## src/sv/rwpvf_pkg.sv

```systemverilog
// ----------------------------------------------------------------------------
// rwpvf_pkg
// Shared constants and types for the trimmed-mean window filter.
// ----------------------------------------------------------------------------
`default_nettype none
package rwpvf_pkg;
  localparam int unsigned WindowDepth = 8;
  localparam int unsigned SlotW = (WindowDepth > 1) ? $clog2(WindowDepth) : 1;
  localparam int unsigned CntW = $clog2(WindowDepth + 1);
  localparam int unsigned SumW = 16 + $clog2(WindowDepth) + 1;
  localparam int unsigned DevW = SumW + $clog2(WindowDepth) + 1;
  localparam int unsigned DistW = 2 * DevW + 1;
  localparam int unsigned Divisor = WindowDepth - 2;
  localparam int unsigned EntryW = 48;
  localparam int unsigned ThrW = 15;
  localparam logic [ThrW-1:0] ThrReset = ThrW'(1);

  typedef struct packed {
    logic signed [15:0] x;
    logic signed [15:0] y;
    logic signed [15:0] v;
  } entry_t;

  typedef struct packed {
    logic signed [15:0] est_x;
    logic signed [15:0] est_y;
    logic signed [15:0] est_v;
  } result_t;
endpackage
`default_nettype wire

```

## src/sv/rwpvf_div.sv

```systemverilog
// ----------------------------------------------------------------------------
// rwpvf_div
// Divide by WindowDepth-2 by reciprocal multiplication, truncating toward zero;
// the operand is registered at start, then the quotient and done_o are registered.
// ----------------------------------------------------------------------------
`default_nettype none
module rwpvf_div (
  input  wire logic                           clk_i,
  input  wire logic                           rst_ni,
  input  wire logic                           start_i,
  input  wire logic signed [rwpvf_pkg::SumW-1:0] num_i,
  output logic                                done_o,
  output logic signed [15:0]                  quo_o
);
  import rwpvf_pkg::*;
  localparam int unsigned ShiftK = SumW - 1 + $clog2(Divisor);
  localparam int unsigned RecipW = ShiftK + 1;
  localparam int unsigned ProdW = SumW + RecipW;
  localparam logic [RecipW-1:0] Recip =
    RecipW'(((64'd1 << ShiftK) + 64'(Divisor) - 64'd1) / 64'(Divisor));

  logic [SumW-1:0] mag_q, qmag, qneg;
  logic [ProdW-1:0] prod;
  logic neg_q, busy_q;

  assign prod = ProdW'(mag_q) * ProdW'(Recip);
  assign qmag = prod[ShiftK +: SumW];
  assign qneg = neg_q ? -qmag : qmag;

  always_ff @(posedge clk_i or negedge rst_ni) begin
    if (!rst_ni) begin
      busy_q <= 1'b0; done_o <= 1'b0;
    end else begin
      busy_q <= start_i; done_o <= busy_q;
    end
  end

  always_ff @(posedge clk_i) begin
    if (start_i) begin
      neg_q <= num_i[SumW-1];
      mag_q <= num_i[SumW-1] ? SumW'(-num_i) : SumW'(num_i);
    end
    if (busy_q) quo_o <= qneg[15:0];
  end
endmodule
`default_nettype wire

```

## config.mk

```make
export PLATFORM = sky130hd
export DESIGN_NAME = rwpvf_div
export DESIGN_NICKNAME = d
export VERILOG_FILES = /design/src/sv/rwpvf_pkg.sv /design/src/sv/rwpvf_div.sv
export SDC_FILE = /design/constraint.sdc
export NUM_CORES = 1
export LEC_CHECK = 0
export BUFFER_PORTS_ARGS = -buffer_cell sky130_fd_sc_hd__clkbuf_2
export CAP_MARGIN = 15
export CORE_MARGIN = 1
export CORE_UTILIZATION = 45
export CTS_BUF_LIST = sky130_fd_sc_hd__clkbuf_8
export DETAILED_ROUTE_END_ITERATION = 16
export GPL_TIMING_DRIVEN = 0
export PLACE_DENSITY_LB_ADDON = 0.1
export SYNTH_ARGS = -nofsm -noshare
export SYNTH_HDL_FRONTEND = slang
export SYNTH_SLANG_ARGS = --single-unit
```

## constraint.sdc

```tcl
create_clock -name clk_i -period 6.4 [get_ports clk_i]
set_input_delay 0.64 -clock clk_i [delete_from_list [all_inputs] [get_ports clk_i]]
set_output_delay 0.64 -clock clk_i [all_outputs]
set_load 0.02 [all_outputs]
```

==> run_results.csv, run 1 <==
group,metric,value,unit
global_route,grt_first_pass_wirelength,39880,µm
die,dieWidth,145.4,µm
min_path,hold_path.class,"in -> async",
synthesis,synth.cell_area,9249,µm²
placed_design,dpl.hpwl,19530,µm
synthesis,postSynthCellCount,952,
synthesis,syn_nets,1289,
synthesis,postSynth.topFlopCell,"edfxtp_1",
drt,drc_violation_total_after_the_first_tritonroute_iteration,370,
global_route,grt_max_degree,23,
synthesis,yosysSeqAreaShare,0.1255,
worst_setup_path,critPathMaxFanout,4,
worst_setup_path,classification_of_the_worst_setup_path,"reg -> reg",
clocking,insertion_delay,0.30,ns
finish,fill_cells,1823,
timing,post-route-min-period,6.524,ns
drt,drt_first_pass_iters,4,
run,cap_violations,0,
die,initial_core_util,0.4586,
clocking,cts_tree,"done",
worst_setup_path,crit_required,6.46,ns
timing,finClkSkew,0.01411,ns
finish,final_core_util,0.5720,
clocking,clock-root-buffer,"clkbuf_8",
finish,drive_gt1_frac,0.2507,
global_route,global_route.overflow_total,0,
clocking,numCtsBuffers,5,
timing,crit_path_setup_slack_layout,-0.1243,ns
timing,period_share,1.019,
drt,ant_nets,0,
global_route,number_of_antenna_violations_at_the_first_check_in_global_routing,0,
timing,worst_slew_margin_rel,0.5503,
finish,multiInputGateArea,8078,µm²
synthesis,synth.ff_latch_count,39,
synthesis,async_flop_share,0.05128,
die,core_region_area,20170,µm²
clocking,cts.reportedPaths.clkPinSlew,0.09,ns
timing,hold_violations,0,
synthesis,synthesis.yosys.warnings,0,
drt,wl,23870,µm
synthesis,post_synth_cell_types,63,
status,outcome,"finished, violations left",
clocking,clock_sinks,39,
status,failed_checks,"negative setup slack",
worst_setup_path,cp-start-kind,"flip-flop",
global_route,via_count_of_the_first_global_routing_pass,7595,
die,num_rows,52,
clocking,cts-hold-fix-buffers,0,
finish,nets,1417,
timing,tightestPinTransition,0.6745,ns
clocking,clockBufferDepth,2,
die,die_area,21130,µm²
finish,final-seq-area,1161,µm²
worst_setup_path,worst_setup_path_end_kind,"flip-flop",
drt,via_count,6920,
finish,diodes,0,
global_route,total_routing_usage_reported_by_global_routing,0.2435,
timing,rsz_0062_raised_after_global_routing,"yes",
timing,fmaxAchievable,153.3,MHz
placed_design,numPortBuffers,39,
synthesis,synth_enable_flop_cells,37,
synthesis,synth.avg_cell_area,9.715,µm²
clocking,h-tree-depth,2,
finish,area_growth_syn_to_layout,24.73,%
synthesis,synthDominantAreaCellType,"fa_1",
placed_design,place_congestion,0.9327,
timing,setup_total_negative_slack,-0.6082,ns
drt,detail_route.wl_per_cell,17.67,µm
drt,route.detailed.drc,0,
synthesis,synth_area_leaders,"fa_1, ha_1, edfxtp_1",
worst_setup_path,critPathArrivalTime,6.59,ns
synthesis,yosysTopAreaCellShare,0.2900,
timing,timing.final.setup_violations,7,
timing,timing.hold.ws,0.1124,ns
die,overall_die_height,145.4,µm
die,num_io_pins,40,
timing,final_max_slew_viol_count,0,
drt,viasPerCell,5.122,
## Yosys cell counts, drive strengths merged (8+ instances only)
library cell and instances:
nand3 12, xnor2 30, edfxtp 37, xor2 23, inv 246, clkbuf 8
nor2 24, fa 134, nand4 11, nand2 55, nor3 9, and2 9
o21ai 42, ha 180, o211ai 9, a21oi 40
## metrics by stage
stage | setup slack, ns | instances | area, µm²
after global routing | -0.3292 | 1351 | 11540
final | -0.1243 | 1351 | 11540
after global placement | -1.164 | 1261 | 9882
after CTS | -0.04144 | 1343 | 11300
after detailed placement | -1.087 | 1261 | 9882
after floorplan | 0.01626 | 952 | 9349
## kinds of logic (layout without fill, tap and decap cells)
| group | Yosys count | count (layout) | synth area share |
|---|---|---|---|
| AOI/OAI and AO/OA | 146 | 146 | 0.1057 |
| xor gates and xnor gates | 53 | 53 | 0.05181 |
| adders and majority gates | 314 | 314 | 0.5335 |
| buffers and inverters | 256 | 385 | 0.1073 |
| DFF | 39 | 39 | 0.1255 |
| and+or+nand+nor | 144 | 144 | 0.07616 |
## cells in the final DEF (no fill, tap or decap), types with 10 or more instances in the layout
master and count:
ha_1 140, buf_4 71, xnor2_1 29, a21oi_2 11, o21ai_0 26, xor2_1 13, nor2_1 19, inv_1 236
nand2_1 49, clkbuf_2 41, inv_2 10, nand3_1 12, buf_6 12, fa_1 132, ha_4 39, nand4_1 10
edfxtp_1 37, a21oi_1 23
## flip-flops by register name, summed over array words and instances, names as in the netlist
| name | cells |
|---|---|
| neg_q | 1 |
| busy_q | 1 |
| done_o | 1 |
| mag_q | 20 |
| quo_o | 16 |
## final timing paths
path | from | end | slack [ns] | cells past startpoint
worst max register to register | mag_q[2] | quo_o[15] | -0.12 | 24
worst min register to register | busy_q | done_o | 0.80 | 0
worst max-delay path | mag_q[2] | quo_o[15] | -0.12 | 24
max in group asynchronous | rst_ni | busy_q | 6.19 | 1
min in group clk_i | num_i[19] | neg_q | 0.55 | 1
worst min-delay path | rst_ni | done_o | 0.11 | 1
## routing by layer
metal	vias up	track usage	routed length, µm
li1	3364	-	-
met1	3403	0.3391	10920
met2	131	0.4113	11390
met3	22	0.02821	1211
met4	0	0.04684	350
met5	-	0	0
## critical path: stages, from the launching register on
cell	delay, ns
edfxtp_1	0.39
buf_4	0.17
buf_4	0.14
ha_4	0.30
and2_4	0.18
inv_1	0.06
fa_1	0.53
fa_1	0.50
inv_1	0.05
fa_1	0.44
fa_1	0.51
inv_2	0.04
fa_1	0.51
inv_2	0.05
ha_4	0.30
nand4_1	0.19
nor4_4	0.35
o211ai_1	0.27
o211ai_1	0.30
a211oi_2	0.10
a2111oi_4	0.22
buf_4	0.17
nand4_2	0.18
o31ai_4	0.24
xnor2_1	0.08
## cell type report
class                   instances  share of cell area
clock inverters                 3            0.002061
multi-input cells             657              0.7002
inverters                     246             0.08004
flip-flops and latches         39              0.1007
plain buffers                   9            0.006182
repair buffers                122             0.07560
clock buffers                   5            0.005965
well taps                     270             0.02928
## repair_timing
action,in CTS,in global routing
gates resized for setup,135,35
pin swaps,92,41
setup buffers,74,9
endpoints found under the setup margin,15,12
Power of run 1 is not shown: default switching activity piles up to over one toggle a cycle in this logic, so the estimate is an artifact.
==> inputs of run 2 (changes only) <==
GPL_TIMING_DRIVEN = default   (was 0)
==> run 2 against run 1 <==
  * The flow still finishes with violations (negative setup slack)
  * Largest cell class unchanged
  * Critical path depth rose by 2
  * Die area did not move
  * Cell count rose by 8.4%
  * Worst hold slack got worse by 0.0046 ns
  * Flip-flop and latch count did not move
  * First-iteration DRC count rose by 7.6%
  * Register-to-register slack got worse by 0.09 ns
  * Routed wire length rose by 7.4%
==> run_results.csv, run 2 (synthesis gave the netlist of run 1 again) <==
group,metric,value,unit
status,outcome,"finished, violations left",
status,failed_checks,"negative setup slack",
finish,nets,1531,
clocking,numCtsBuffers,5,
drt,via_count,7357,
global_route,total_routing_usage_reported_by_global_routing,0.2553,
die,initial_core_util,0.4586,
drt,ant_nets,0,
die,num_io_pins,40,
drt,route.detailed.drc,0,
timing,worst_slew_margin_rel,0.5372,
timing,crit_path_setup_slack_layout,-0.2193,ns
drt,drt_first_pass_iters,5,
global_route,via_count_of_the_first_global_routing_pass,7784,
worst_setup_path,cp-start-kind,"flip-flop",
worst_setup_path,cpPeakStageDelay,0.61,ns
timing,period_share,1.034,
worst_setup_path,cp_num_buf_inv,9,
drt,wl_met3,1114,µm
worst_setup_path,critPathMaxFanout,4,
clocking,clock-root-buffer,"clkbuf_8",
die,core_region_area,20170,µm²
timing,fmaxAchievable,151.1,MHz
placed_design,placed_area,11040,µm²
timing,tightestPinTransition,0.6941,ns
drt,drc_violation_total_after_the_first_tritonroute_iteration,398,
clocking,h-tree-depth,2,
timing,rsz_0062_raised_after_global_routing,"yes",
worst_setup_path,category_of_cells_accounting_for_the_largest_share_of_critical_path_delay,"adder cells",
timing,finClkSkew,0.01131,ns
die,die_area,21130,µm²
worst_setup_path,classification_of_the_worst_setup_path,"reg -> reg",
finish,reg_top3,"mag_q (20), quo_o (16)",
drt,detail_route.wl_per_cell,17.51,µm
die,num_rows,52,
die,dieWidth,145.4,µm
clocking,clock_sinks,39,
finish,final_common_cell,"inv_1",
finish,largest_register_ffs,20,
finish,final_cell_area,12300,µm²
drt,wl,25650,µm
clocking,cts_tree,"done",
finish,mostFrequentLayoutCells,"inv_1, buf_4, ha_1",
min_path,hold_path.class,"in -> async",
drt,routed-wl-met2,12080,µm
timing,hold_violations,0,
drt,viasPerCell,5.022,
worst_setup_path,worst_path_max_delay_cell,"fa_1",
drt,wl_met1,12060,µm
finish,diodes,0,
run,cap_violations,0,
clocking,clockBufferDepth,2,
timing,final_max_slew_viol_count,0,
global_route,global_route.overflow_total,0,
clocking,cts.reportedPaths.clkPinSlew,0.09,ns
finish,drive_gt1_frac,0.3347,
placed_design,numPortBuffers,39,
placed_design,dpl.hpwl,22400,µm
global_route,number_of_antenna_violations_at_the_first_check_in_global_routing,0,
finish,final_core_util,0.6097,
timing,timing.final.setup_violations,9,
worst_setup_path,worst_setup_path_end_kind,"flip-flop",
drt,route.top_layer_used,"met4",
global_route,grt_first_pass_wirelength,41360,µm
global_route,grt_max_degree,23,
placed_design,place_congestion,0.9347,
timing,post-route-min-period,6.619,ns
worst_setup_path,critPathArrivalTime,6.68,ns
timing,timing.hold.ws,0.1078,ns
finish,area_growth_syn_to_layout,32.97,%
finish,registers.top_by_ff_count,"mag_q",
clocking,insertion_delay,0.30,ns
worst_setup_path,crit_required,6.46,ns
die,overall_die_height,145.4,µm
[run 2: changes by cell type in the layout (fill, tap and decap cells not counted), sizes merged]
cell,previous run,this run
clkbuf,51,44
buf,84,206
clkdlybuf4s15,1,0
[run 2: repair_timing]
action / CTS / global route
gates cloned: 0 / 0
buffers inserted: 26 / 19
gates resized for setup: 88 / 79
pin swaps: 69 / 66
endpoints found under the setup margin: 12 / 14
hold buffers: 0 / 0
[run 2: path summary, 6_finish.rpt]
check	startpoint	endpoint	slack [ns]	cells after the start
max	mag_q[4]	quo_o[14]	-0.22	26
min	rst_ni	done_o	0.11	1
max reg2reg	mag_q[4]	quo_o[14]	-0.22	26
min reg2reg	busy_q	done_o	0.82	0
max in group asynchronous	rst_ni	busy_q	6.20	1
min in group clk_i	num_i[0]	mag_q[0]	0.59	1
[run 2: worst reg2reg max path, stage by stage (launching register included)]
cell and delay, ns:
edfxtp_1 0.47, buf_6 0.17, ha_4 0.17, ha_4 0.26
inv_2 0.03, fa_1 0.50, inv_2 0.05, fa_1 0.47
inv_1 0.05, fa_1 0.50, inv_2 0.05, fa_1 0.51
inv_2 0.04, fa_1 0.61, inv_2 0.06, ha_4 0.28
nand4_1 0.19, a2111oi_4 0.26, a22oi_2 0.18, buf_4 0.17
o221a_4 0.24, xnor2_4 0.14, a2111oi_4 0.36, buf_4 0.18
nand4b_1 0.16, o21ai_1 0.20, xnor2_1 0.08
[run 2: routing by layer]
metal  global-route usage  vias up
li1                     -     3598
met3              0.02633       23
met2               0.4221      157
met5                    0        -
met1               0.3668     3579
met4              0.04474        0
[run 2: area by class of cell]
cell class	instances	area, µm²
fill	1778	7871
clock buffer	5	68.82
multi-input combinational	657	7971
inverter	246	923.4
timing repair buffer	245	1812
clock inverter	3	23.77
tap	270	337.8
sequential	39	1161
[run 2: metrics by stage]
stage,setup slack [ns],TNS [ns],std cells
floorplan,0.01626,0,952
global placement,-0.4760,-4.493,1413
detailed placement,-0.5128,-4.638,1413
CTS,-0.1892,-0.9681,1446
global route,-0.3904,-3.296,1465
finish,-0.2193,-1.355,1465
Power of run 2 is left out for the same reason.
