<file path="src/sv/rwpvf_pkg.sv">
// ----------------------------------------------------------------------------
// rwpvf_pkg
// Shared constants and types for the trimmed-mean window filter.
// ----------------------------------------------------------------------------
`default_nettype none
package rwpvf_pkg;
  localparam int unsigned WindowDepth = 8;
  localparam int unsigned SlotW = (WindowDepth > 1) ? $clog2(WindowDepth) : 1;
  localparam int unsigned CntW = $clog2(WindowDepth + 1);
  localparam int unsigned SumW = 16 + $clog2(WindowDepth) + 1;
  localparam int unsigned DevW = SumW + $clog2(WindowDepth) + 1;
  localparam int unsigned DistW = 2 * DevW + 1;
  localparam int unsigned Divisor = WindowDepth - 2;
  localparam int unsigned EntryW = 48;
  localparam int unsigned ThrW = 15;
  localparam logic [ThrW-1:0] ThrReset = ThrW'(1);

  typedef struct packed {
    logic signed [15:0] x;
    logic signed [15:0] y;
    logic signed [15:0] v;
  } entry_t;

  typedef struct packed {
    logic signed [15:0] est_x;
    logic signed [15:0] est_y;
    logic signed [15:0] est_v;
  } result_t;
endpackage
`default_nettype wire

</file>
<file path="src/sv/rwpvf_ram.sv">
// ----------------------------------------------------------------------------
// rwpvf_ram
// Window store: one write port, one registered read port.
// ----------------------------------------------------------------------------
`default_nettype none
module rwpvf_ram (
  input  wire logic                     clk_i,
  input  wire logic                     we_i,
  input  wire logic [rwpvf_pkg::SlotW-1:0] waddr_i,
  input  wire rwpvf_pkg::entry_t        wdata_i,
  input  wire logic [rwpvf_pkg::SlotW-1:0] raddr_i,
  output rwpvf_pkg::entry_t             rdata_o
);
  import rwpvf_pkg::*;
  entry_t mem [WindowDepth];
  always_ff @(posedge clk_i) begin
    if (we_i) mem[waddr_i] <= wdata_i;
    rdata_o <= mem[raddr_i];
  end
endmodule
`default_nettype wire

</file>
<file path="config.mk">
export PLATFORM = sky130hd
export DESIGN_NAME = rwpvf_ram
export DESIGN_NICKNAME = d
export VERILOG_FILES = /design/src/sv/rwpvf_pkg.sv /design/src/sv/rwpvf_ram.sv
export SDC_FILE = /design/constraint.sdc
export NUM_CORES = 1
export LEC_CHECK = 0
export BUFFER_PORTS_ARGS = -buffer_cell sky130_fd_sc_hd__clkbuf_2
export CORE_MARGIN = 8
export CORE_UTILIZATION = 56
export CTS_CLUSTER_SIZE = 28
export DETAILED_ROUTE_END_ITERATION = 8
export HOLD_SLACK_MARGIN = 0.03
export PLACE_DENSITY = 0.79
export REMOVE_ABC_BUFFERS = 1
export SETUP_SLACK_MARGIN = 0.05
export SLEW_MARGIN = 15
export SYNTH_ARGS = -nofsm -noshare
export SYNTH_HDL_FRONTEND = slang
export SYNTH_SLANG_ARGS = --single-unit
</file>
<file path="constraint.sdc">
create_clock -name clk_i -period 6.5 [get_ports clk_i]
set_input_delay 1.3 -clock clk_i [delete_from_list [all_inputs] [get_ports clk_i]]
set_output_delay 1.3 -clock clk_i [all_outputs]
set_load 0.05 [all_outputs]
</file>
==> results of run 1 <==
==> power by group through the flow <==
stage          registers (mW)  logic [mW]  clock network (mW)
3_3_place_gp             3.22       0.406                   0
3_5_place_dp             3.23       0.415                   0
4_1_cts                  3.17       0.418                2.30
5_1_grt                  3.18       0.436                2.41
6_report                 3.17       0.413                2.26
2_1_floorplan            3.33       0.149                   0
==> cell usage in the layout, fill, tap and decap left out, types with 5 or more instances in the layout <==
master	synthesis	routed
buf_4	0	12
clkbuf_1	9	10
clkbuf_16	0	41
clkbuf_2	0	100
clkinv_1	0	5
clkinv_2	0	8
dfxtp_1	48	48
edfxtp_1	384	384
mux2_2	8	8
mux2_4	40	40
mux4_2	93	93
nor2_4	0	6
==> layout make-up <==
type	instances	area, sq um
Antenna cell	1	2.50
Clock buffer	55	1120
Clock inverter	17	156
Fill cell	1779	9780
Multi-Input combinational cell	157	2980
Sequential cell	432	12500
Tap cell	378	473
Timing Repair Buffer	114	629
==> routing by layer <==
| layer | up-vias | part of all wire, % | track usage [%] |
|---|---|---|---|
| li1 | 2854 | - | - |
| met1 | 3474 | 40 | 21.5 |
| met2 | 224 | 51 | 29.2 |
| met3 | 56 | 6.7 | 4.51 |
| met4 | 10 | 2.1 | 5.24 |
| met5 | - | 0.24 | 0 |
==> sequential cells by signal, indices dropped and copies added (netlist names) <==
register	flops
mem	384
rdata_o	48
==> path summary, 6_finish.rpt <==
| path | from | endpoint | slack (ns) |
|---|---|---|---|
| max | raddr_i[0] | rdata_o[16]$_DFF_P_ | 3.38 |
| max reg2reg | mem[7][27]$_DFFE_PP_ | rdata_o[27]$_DFF_P_ | 5.17 |
| min reg2reg | mem[5][46]$_DFFE_PP_ | rdata_o[46]$_DFF_P_ | 0.68 |
| min | mem[5][46]$_DFFE_PP_ | rdata_o[46]$_DFF_P_ | 0.68 |
==> metrics by stage <==
stage | cells | worst slack [ns]
global route | 1154 | 3.16
finish | 1154 | 3.38
detailed placement | 1080 | 2.77
global placement | 1080 | 2.80
floorplan | 589 | 1.23
CTS | 1152 | 3.30
==> synth_stat cells (2+ instances only) <==
library cell and n:
clkbuf_1 9, dfxtp_1 48, mux4_1 3, buf_2 12, mux4_2 93, mux2_2 8
nand2b_1 3, nor3_1 2, nor2_1 6, nand2_1 2, mux2_4 40, buf_12 5
edfxtp_1 384
==> tightest hold or removal path, stage by stage, from the launching register on <==
cell and delay (ns):
edfxtp_1 0.31, mux4_2 0.22, mux2_4 0.13
==> cell families after synthesis <==
logic type / Yosys count
multiplexers: 144
buffers and inverters: 27
AND/OR/NAND/NOR: 13
flip-flops: 432
==> metrics.md, run 1 <==
| Metric | Value |
|---|---|
| DRT antenna net count | `0` |
| Top FF cell, synth | `edfxtp_1` |
| Top delay family on crit path | `buffers and inverters` |
| WHS | `0.677 ns` |
| Leak pwr | `6.03 nW` |
| Slew Limit Fails | `0` |
| Top-area cell type share of the netlist area | `73.8%` |
| Clock buffer depth | `3` |
| Post-CTS Setup Inserts | `0` |
| Achievable frequency | `320 MHz` |
| Max-cap viol count | `0` |
| Synth warn | `0` |
| Post-synthesis sequential area ratio | `80.0%` |
| TNS Setup | `0 ns` |
| Post-Synth Adder-Cell Area | `0%` |
| Average wire per standard cell | `24.8 um` |
| Critical path depth in cells | `4` |
| Period utilization | `48.0%` |
| WP data arrival | `3.53 ns` |
| Yosys top cell by area | `edfxtp_1` |
| Die Height | `183 um` |
| Crit Path Max Fanout | `68` |
| Fin area | `17800 sq um` |
| Worst Hold Depth | `2` |
| Hold violation total from the final report | `0` |
| CP Cell Sequence | `buf_6 > buf_4 > mux4_2 > mux2_4` |
| P_sw | `1.23 mW` |
| Gp weighted congestion | `0.672` |
| Hold Crit Class | `reg -> reg` |
| Relative slew margins | `22.5%` |
| Clk_lat worst skew | `0.52 ns` |
| Worst path slowest cell | `buf_6` |
| R2R depth | `2` |
| Largest net degree at the start of global routing | `69` |
| Initial Util | `56.5%` |
| Setup violations, final | `0` |
| Vias in the first global route | `7229` |
| Flop pwr share | `54.3%` |
| Sink Count | `432` |
| Status | `completed` |
| # rows | `61` |
| Slowest Stage Delay on Critical Path | `0.66 ns` |
| Yosys reg bits | `432` |
| Post-synthesis xor/xnor area fraction | `0%` |
| Worst Max-Slew Pin Slew | `1.16 ns` |
| Worst setup SP type | `input port` |
| Total gr overflow | `0` |
| Area contributors post-synth | `edfxtp_1 74%, mux4_2 13%, dfxtp_1 6.2%` |
| Drt pass-1 iters | `5` |
| Die Wd | `183 um` |
| Post-synthesis simple-gate area fraction | `0.376%` |
| Area grow syn2layout | `14.3%` |
| Final core utilization | `64.6%` |
| Fin crit period | `3.12 ns` |
| Final wirelength | `28600 um` |
| DRC violation count after routing | `0` |
| Total track usage | `17.2%` |
| Top Ports | `104` |
| Nature of the critical path endpoint | `register` |
| Mux share of post-synthesis cell area | `18.3%` |
| Ys async rst share | `0%` |
| TritonCTS clock tree | `done` |
| Hold_buf cts | `0` |
| NumNets Final | `801` |
| Syn Area/Cell | `25.4 sq um` |
| DIE AREA | `33500 sq um` |
| Critical path class | `in -> reg` |
| Power per Cell Area | `327 nW/um^2` |
| Unrepaired setup endpoints after global routing | `false` |
| Worst IR Drop VDD | `200 uV` |
| Power Total | `5.84 mW` |
| Main combinational cell family by area after synthesis | `multiplexers` |
| First-pass GRT wire length | `42900 um` |
| Power Internal | `4.61 mW` |
| Port Buf Inserts | `103` |
| Layout cells sized above 1 | `41.3%` |
| Total number of vias | `6618` |
| H-tree depth reported by CTS | `2` |
| Initial drt markers | `511` |
| Placeable Area | `27600 sq um` |
| DP Area | `16500 sq um` |
| CTS clk-pin slew, worst paths | `0.06 ns` |
| Logic pwr share | `7.1%` |
| Critical Path RT | `6.90 ns` |
| Clock share of power | `38.7%` |
| Initial antenna violation count | `6` |
| Vias per cell | `5.73` |
| Resize count post-CTS | `0` |
| Post-synth EDFFs | `384` |
| Buf/Inv on CP | `2` |
| Worst Skew | `0.00992 ns` |
| Sw Ratio | `21.0%` |
| Yosys cell types | `14` |
| Clock Tree Root | `clkbuf_16` |
| Gate Count Post-Synth | `616` |
| Synthesized cell area | `15600 sq um` |
| Synth Area in Compound Gates | `0%` |
| Post-DP HPWL | `15000 um` |
| CTS Buf Count | `40` |
Note: power is estimated with default switching activity, not from simulation.
==> inputs of run 2 (changes only) <==
--- a/config.mk
+++ b/config.mk
@@ -7,7 +7,7 @@
 export LEC_CHECK = 0
 export BUFFER_PORTS_ARGS = -buffer_cell sky130_fd_sc_hd__clkbuf_2
 export CORE_MARGIN = 8
-export CORE_UTILIZATION = 56
+export CORE_UTILIZATION = 54
 export CTS_CLUSTER_SIZE = 28
 export DETAILED_ROUTE_END_ITERATION = 8
 export HOLD_SLACK_MARGIN = 0.03
==> constraint.sdc (replaced) <==
create_clock -name clk_i -period 2.67 [get_ports clk_i]
set_input_delay 0.534 -clock clk_i [delete_from_list [all_inputs] [get_ports clk_i]]
set_output_delay 0.534 -clock clk_i [all_outputs]
set_load 0.05 [all_outputs]
==> metrics.md, run 2 (synthesis results as in run 1) <==
| Metric | Value |
|---|---|
| Status | `completed` |
| Post-DP HPWL | `16900 um` |
| Final wirelength | `29700 um` |
| TritonCTS clock tree | `done` |
| Layout cells sized above 1 | `41.6%` |
| Fin crit period | `1.76 ns` |
| Drt pass-1 iters | `4` |
| Leak pwr | `6.10 nW` |
| Total track usage | `17.4%` |
| # rows | `62` |
| NumNets Final | `818` |
| Clock buffer depth | `3` |
| Initial drt markers | `520` |
| Commonest non-fill, non-tap cells in the layout | `384 x edfxtp_1, 100 x clkbuf_2, 93 x mux4_2` |
| WP data arrival | `1.23 ns` |
| Total number of vias | `6764` |
| DRT antenna net count | `0` |
| Hold Crit Class | `in -> reg` |
| Top Ports | `104` |
| First-pass GRT wire length | `44200 um` |
| Fin area | `18000 sq um` |
| Post-CTS Setup Inserts | `0` |
| Largest net degree at the start of global routing | `97` |
| Placed cell count | `1103` |
| WHS | `0.258 ns` |
| Final worst slack | `0.906 ns` |
| Worst Skew | `0.0243 ns` |
| Vias in the first global route | `7175` |
| Top flop regs | `mem x384, rdata_o x48` |
| Placeable Area | `28600 sq um` |
| Clock Tree Root | `clkbuf_16` |
| Sink Count | `432` |
| CTS clk-pin slew, worst paths | `0.06 ns` |
| DIE AREA | `34600 sq um` |
| DRC violation count after routing | `0` |
| Buf/Inv on CP | `1` |
| Worst setup SP type | `register` |
| Resize count post-CTS | `0` |
| CP Cell Sequence | `clkbuf_2` |
| Average wire per standard cell | `25.2 um` |
| Dpl ws | `0.523 ns` |
| TNS Setup | `0 ns` |
| Worst IR Drop VDD | `488 uV` |
| Fill count | `1813` |
| Die Height | `186 um` |
| Worst path slowest cell | `dfxtp_1` |
| Hold_buf cts | `0` |
| Hold violation total from the final report | `0` |
| CTS Buf Count | `41` |
| Final Instance Count excl. Fillers | `1180` |
| Die Wd | `186 um` |
| Max-cap viol count | `0` |
| Slowest Stage Delay on Critical Path | `0.39 ns` |
| Critical path class | `reg -> out` |
| Nature of the critical path endpoint | `output port` |
| Most common cell after layout, fill and taps aside | `edfxtp_1` |
| Clk_lat worst skew | `0.55 ns` |
| Unrepaired setup endpoints after global routing | `false` |
| Most flop-heavy register | `mem` |
| Max reg flops | `384` |
| Relative slew margins | `53.8%` |
| H-tree depth reported by CTS | `2` |
| Port Buf Inserts | `103` |
| Final core utilization | `63.0%` |
| Initial Util | `54.6%` |
| Vias per cell | `5.73` |
| Worst Max-Slew Pin Slew | `0.694 ns` |
| Initial antenna violation count | `4` |
| Power Total | `14.1 mW` |
| Slew Limit Fails | `0` |
| Power per Cell Area | `780 nW/um^2` |
| Critical Path RT | `2.14 ns` |
| Setup violations, final | `0` |
| Period utilization | `66.1%` |
| Crit Path Max Fanout | `1` |
| Achievable frequency | `567 MHz` |
| DP Area | `16800 sq um` |
| Total gr overflow | `0` |
| Gp weighted congestion | `0.718` |
| Area grow syn2layout | `15.5%` |
| Top delay family on crit path | `flip-flops` |
==> run 2: report_power, final <==
part | internal [mW] | leakage, nW | switching [mW]
registers | 7.64 | 3.89 | 0.0879
clock network | 2.91 | 0.591 | 2.39
logic | 0.398 | 1.62 | 0.641
==> run 2: area by class of cell <==
| cell class | count | area [sq um] | share of cell area (%) |
|---|---|---|---|
| sequential | 432 | 12500 | 69.3 |
| multi-input combinational | 157 | 2980 | 16.5 |
| clock buffer | 59 | 1100 | 6.12 |
| timing repair buffer | 130 | 855 | 4.74 |
| tap | 384 | 480 | 2.66 |
| clock inverter | 16 | 125 | 0.694 |
| antenna | 2 | 5.00 | 0.0277 |
==> run 2: worst paths after layout <==
| path | from | endpoint | slack, ns | depth (start not counted) |
|---|---|---|---|---|
| worst max register to register | mem[0][22]$_DFFE_PP_ | rdata_o[22]$_DFF_P_ | 1.36 | 2 |
| worst min register to register | mem[1][16]$_DFFE_PP_ | rdata_o[16]$_DFF_P_ | 0.68 | 2 |
| worst max-delay path | rdata_o[5]$_DFF_P_ | rdata_o[5] | 0.91 | 1 |
| worst min-delay path | wdata_i[0] | mem[4][0]$_DFFE_PP_ | 0.26 | 1 |
==> run 2: per-layer routing <==
| metal | part of all wire, % | GRT usage (%) | up-vias |
|---|---|---|---|
| met4 | 1.7 | 5.34 | 4 |
| met1 | 40 | 22.4 | 3574 |
| met5 | 0.091 | 0 | - |
| met3 | 7.1 | 3.81 | 38 |
| met2 | 52 | 29.6 | 252 |
| li1 | - | - | 2896 |
==> inputs of run 3 (changes only) <==
--- a/config.mk
+++ b/config.mk
@@ -7,7 +7,7 @@
 export LEC_CHECK = 0
 export BUFFER_PORTS_ARGS = -buffer_cell sky130_fd_sc_hd__clkbuf_2
 export CORE_MARGIN = 8
-export CORE_UTILIZATION = 54
+export CORE_UTILIZATION = 56
 export CTS_CLUSTER_SIZE = 28
 export DETAILED_ROUTE_END_ITERATION = 8
 export HOLD_SLACK_MARGIN = 0.03
==> constraint.sdc (replaced) <==
create_clock -name clk_i -period 1.7 [get_ports clk_i]
set_input_delay 0.34 -clock clk_i [delete_from_list [all_inputs] [get_ports clk_i]]
set_output_delay 0.34 -clock clk_i [all_outputs]
set_load 0.05 [all_outputs]
==> metrics.md, run 3 (synthesis results as in run 1) <==
| Metric | Value |
|---|---|
| Status | `completed` |
| DRC violation count after routing | `0` |
| P_sw | `4.99 mW` |
| Flop pwr share | `51.0%` |
| Logic pwr share | `7.1%` |
| Final wirelength | `31700 um` |
| Most flop-heavy register | `mem` |
| Top flop regs | `mem x384, rdata_o x48` |
| DRT antenna net count | `0` |
| Achievable frequency | `642 MHz` |
| Initial drt markers | `572` |
| Worst Max-Slew Pin Slew | `0.377 ns` |
| Buf/Inv on CP | `1` |
| WP data arrival | `1.22 ns` |
| Critical Path RT | `1.36 ns` |
| Gp weighted congestion | `0.700` |
| Placeable Area | `27600 sq um` |
| First-pass GRT wire length | `47100 um` |
| Die Height | `183 um` |
| H-tree depth reported by CTS | `2` |
| Hold_buf cts | `0` |
| CP Cell Sequence | `clkbuf_2` |
| Area grow syn2layout | `18.7%` |
| Setup violations, final | `0` |
| Most common cell after layout, fill and taps aside | `edfxtp_1` |
| Hold Crit Class | `in -> reg` |
| Fill count | `1672` |
| Slew Limit Fails | `0` |
| N_diodes | `0` |
| Resize count post-CTS | `0` |
| Total number of vias | `6950` |
| Initial Util | `56.5%` |
| Fin crit period | `1.56 ns` |
| Average wire per standard cell | `26.8 um` |
| Layout cells sized above 1 | `44.6%` |
| Initial antenna violation count | `5` |
| CTS Buf Count | `41` |
| Worst setup SP type | `register` |
| Relative slew margins | `74.9%` |
| Power Internal | `18.8 mW` |
| CTS clk-pin slew, worst paths | `0.07 ns` |
| Unrepaired setup endpoints after global routing | `false` |
| Max reg flops | `384` |
| Max-cap viol count | `0` |
| Post-DP HPWL | `17300 um` |
| Clock buffer depth | `3` |
| Power Total | `23.8 mW` |
| Vias per cell | `5.87` |
| Total track usage | `19.1%` |
| Critical path class | `reg -> out` |
| Total gr overflow | `0` |
| Clock Tree Root | `clkbuf_16` |
| Sw Ratio | `21.0%` |
| Port Buf Inserts | `103` |
| Worst Skew | `0.0145 ns` |
| Drt pass-1 iters | `5` |
| Sink Count | `432` |
| Leak pwr | `6.34 nW` |
| Power per Cell Area | `1280 nW/um^2` |
| Slowest Stage Delay on Critical Path | `0.38 ns` |
| Commonest non-fill, non-tap cells in the layout | `384 x edfxtp_1, 100 x clkbuf_2, 93 x mux4_2` |
| Top Ports | `104` |
| Hold violation total from the final report | `0` |
| Top delay family on crit path | `flip-flops` |
| WHS | `0.0863 ns` |
| TritonCTS clock tree | `done` |
| Worst IR Drop VDD | `737 uV` |
| DIE AREA | `33500 sq um` |
| NumNets Final | `829` |
| Clk_lat worst skew | `0.53 ns` |
| Die Wd | `183 um` |
| Final core utilization | `67.1%` |
| # rows | `61` |
| Largest net degree at the start of global routing | `49` |
| Clock share of power | `41.9%` |
| Period utilization | `91.6%` |
| Post-CTS Setup Inserts | `0` |
| Worst path slowest cell | `dfxtp_1` |
| Crit Path Max Fanout | `1` |
| Vias in the first global route | `7379` |
| Nature of the critical path endpoint | `output port` |
==> run 3: changes by cell type in the layout (fill, tap and decap cells not counted), sizes merged <==
cell      before  now
buf           30   41
bufinv         0    9
clkbuf       159  149
clkinvlp       1    2
diode          2    0
==> run 3: final cells by class <==
cell class | count | area, sq um | area share, %
Sequential cell | 432 | 12500 | 67.4
Multi-Input combinational cell | 157 | 2980 | 16.1
Clock buffer | 49 | 1140 | 6.14
Timing Repair Buffer | 141 | 1100 | 5.93
Tap cell | 378 | 473 | 2.55
Clock inverter | 26 | 367 | 1.98
==> run 3: per-layer routing <==
metal	GRT usage [%]	wire (um)
met1	25.5	12700
met2	31.3	15900
met3	4.51	2280
met4	5.56	750
met5	0	59
==> run 3: power groups by stage <==
stage	registers (mW)	logic [mW]	clock network [mW]
floorplan	12.7	0.569	0
global placement	12.3	1.64	0
detailed placement	12.4	1.70	0
CTS	12.1	1.72	10.1
global route	12.2	1.79	10.5
finish	12.1	1.70	9.97
==> run 3: final timing paths <==
path	from	end	slack [ns]	depth (start not counted)
max	rdata_o[39]$_DFF_P_	rdata_o[39]	0.14	1
min	wdata_i[8]	mem[5][8]$_DFFE_PP_	0.09	1
max reg2reg	mem[5][41]$_DFFE_PP_	rdata_o[41]$_DFF_P_	0.35	2
min reg2reg	mem[6][43]$_DFFE_PP_	rdata_o[43]$_DFF_P_	0.68	2
==> run 3: through the flow <==
step / worst slack (ns) / area, sq um / setup TNS, ns / cells
final: 0.143 / 18500 / 0 / 1183
after CTS: 0.104 / 18500 / 0 / 1183
after floorplan: -2.61 / 15400 / -613.54 / 589
after global routing: 0.0893 / 18500 / 0 / 1183
after global placement: -0.0240 / 17000 / -0.0489 / 1108
after detailed placement: -0.0424 / 17000 / -0.463 / 1108
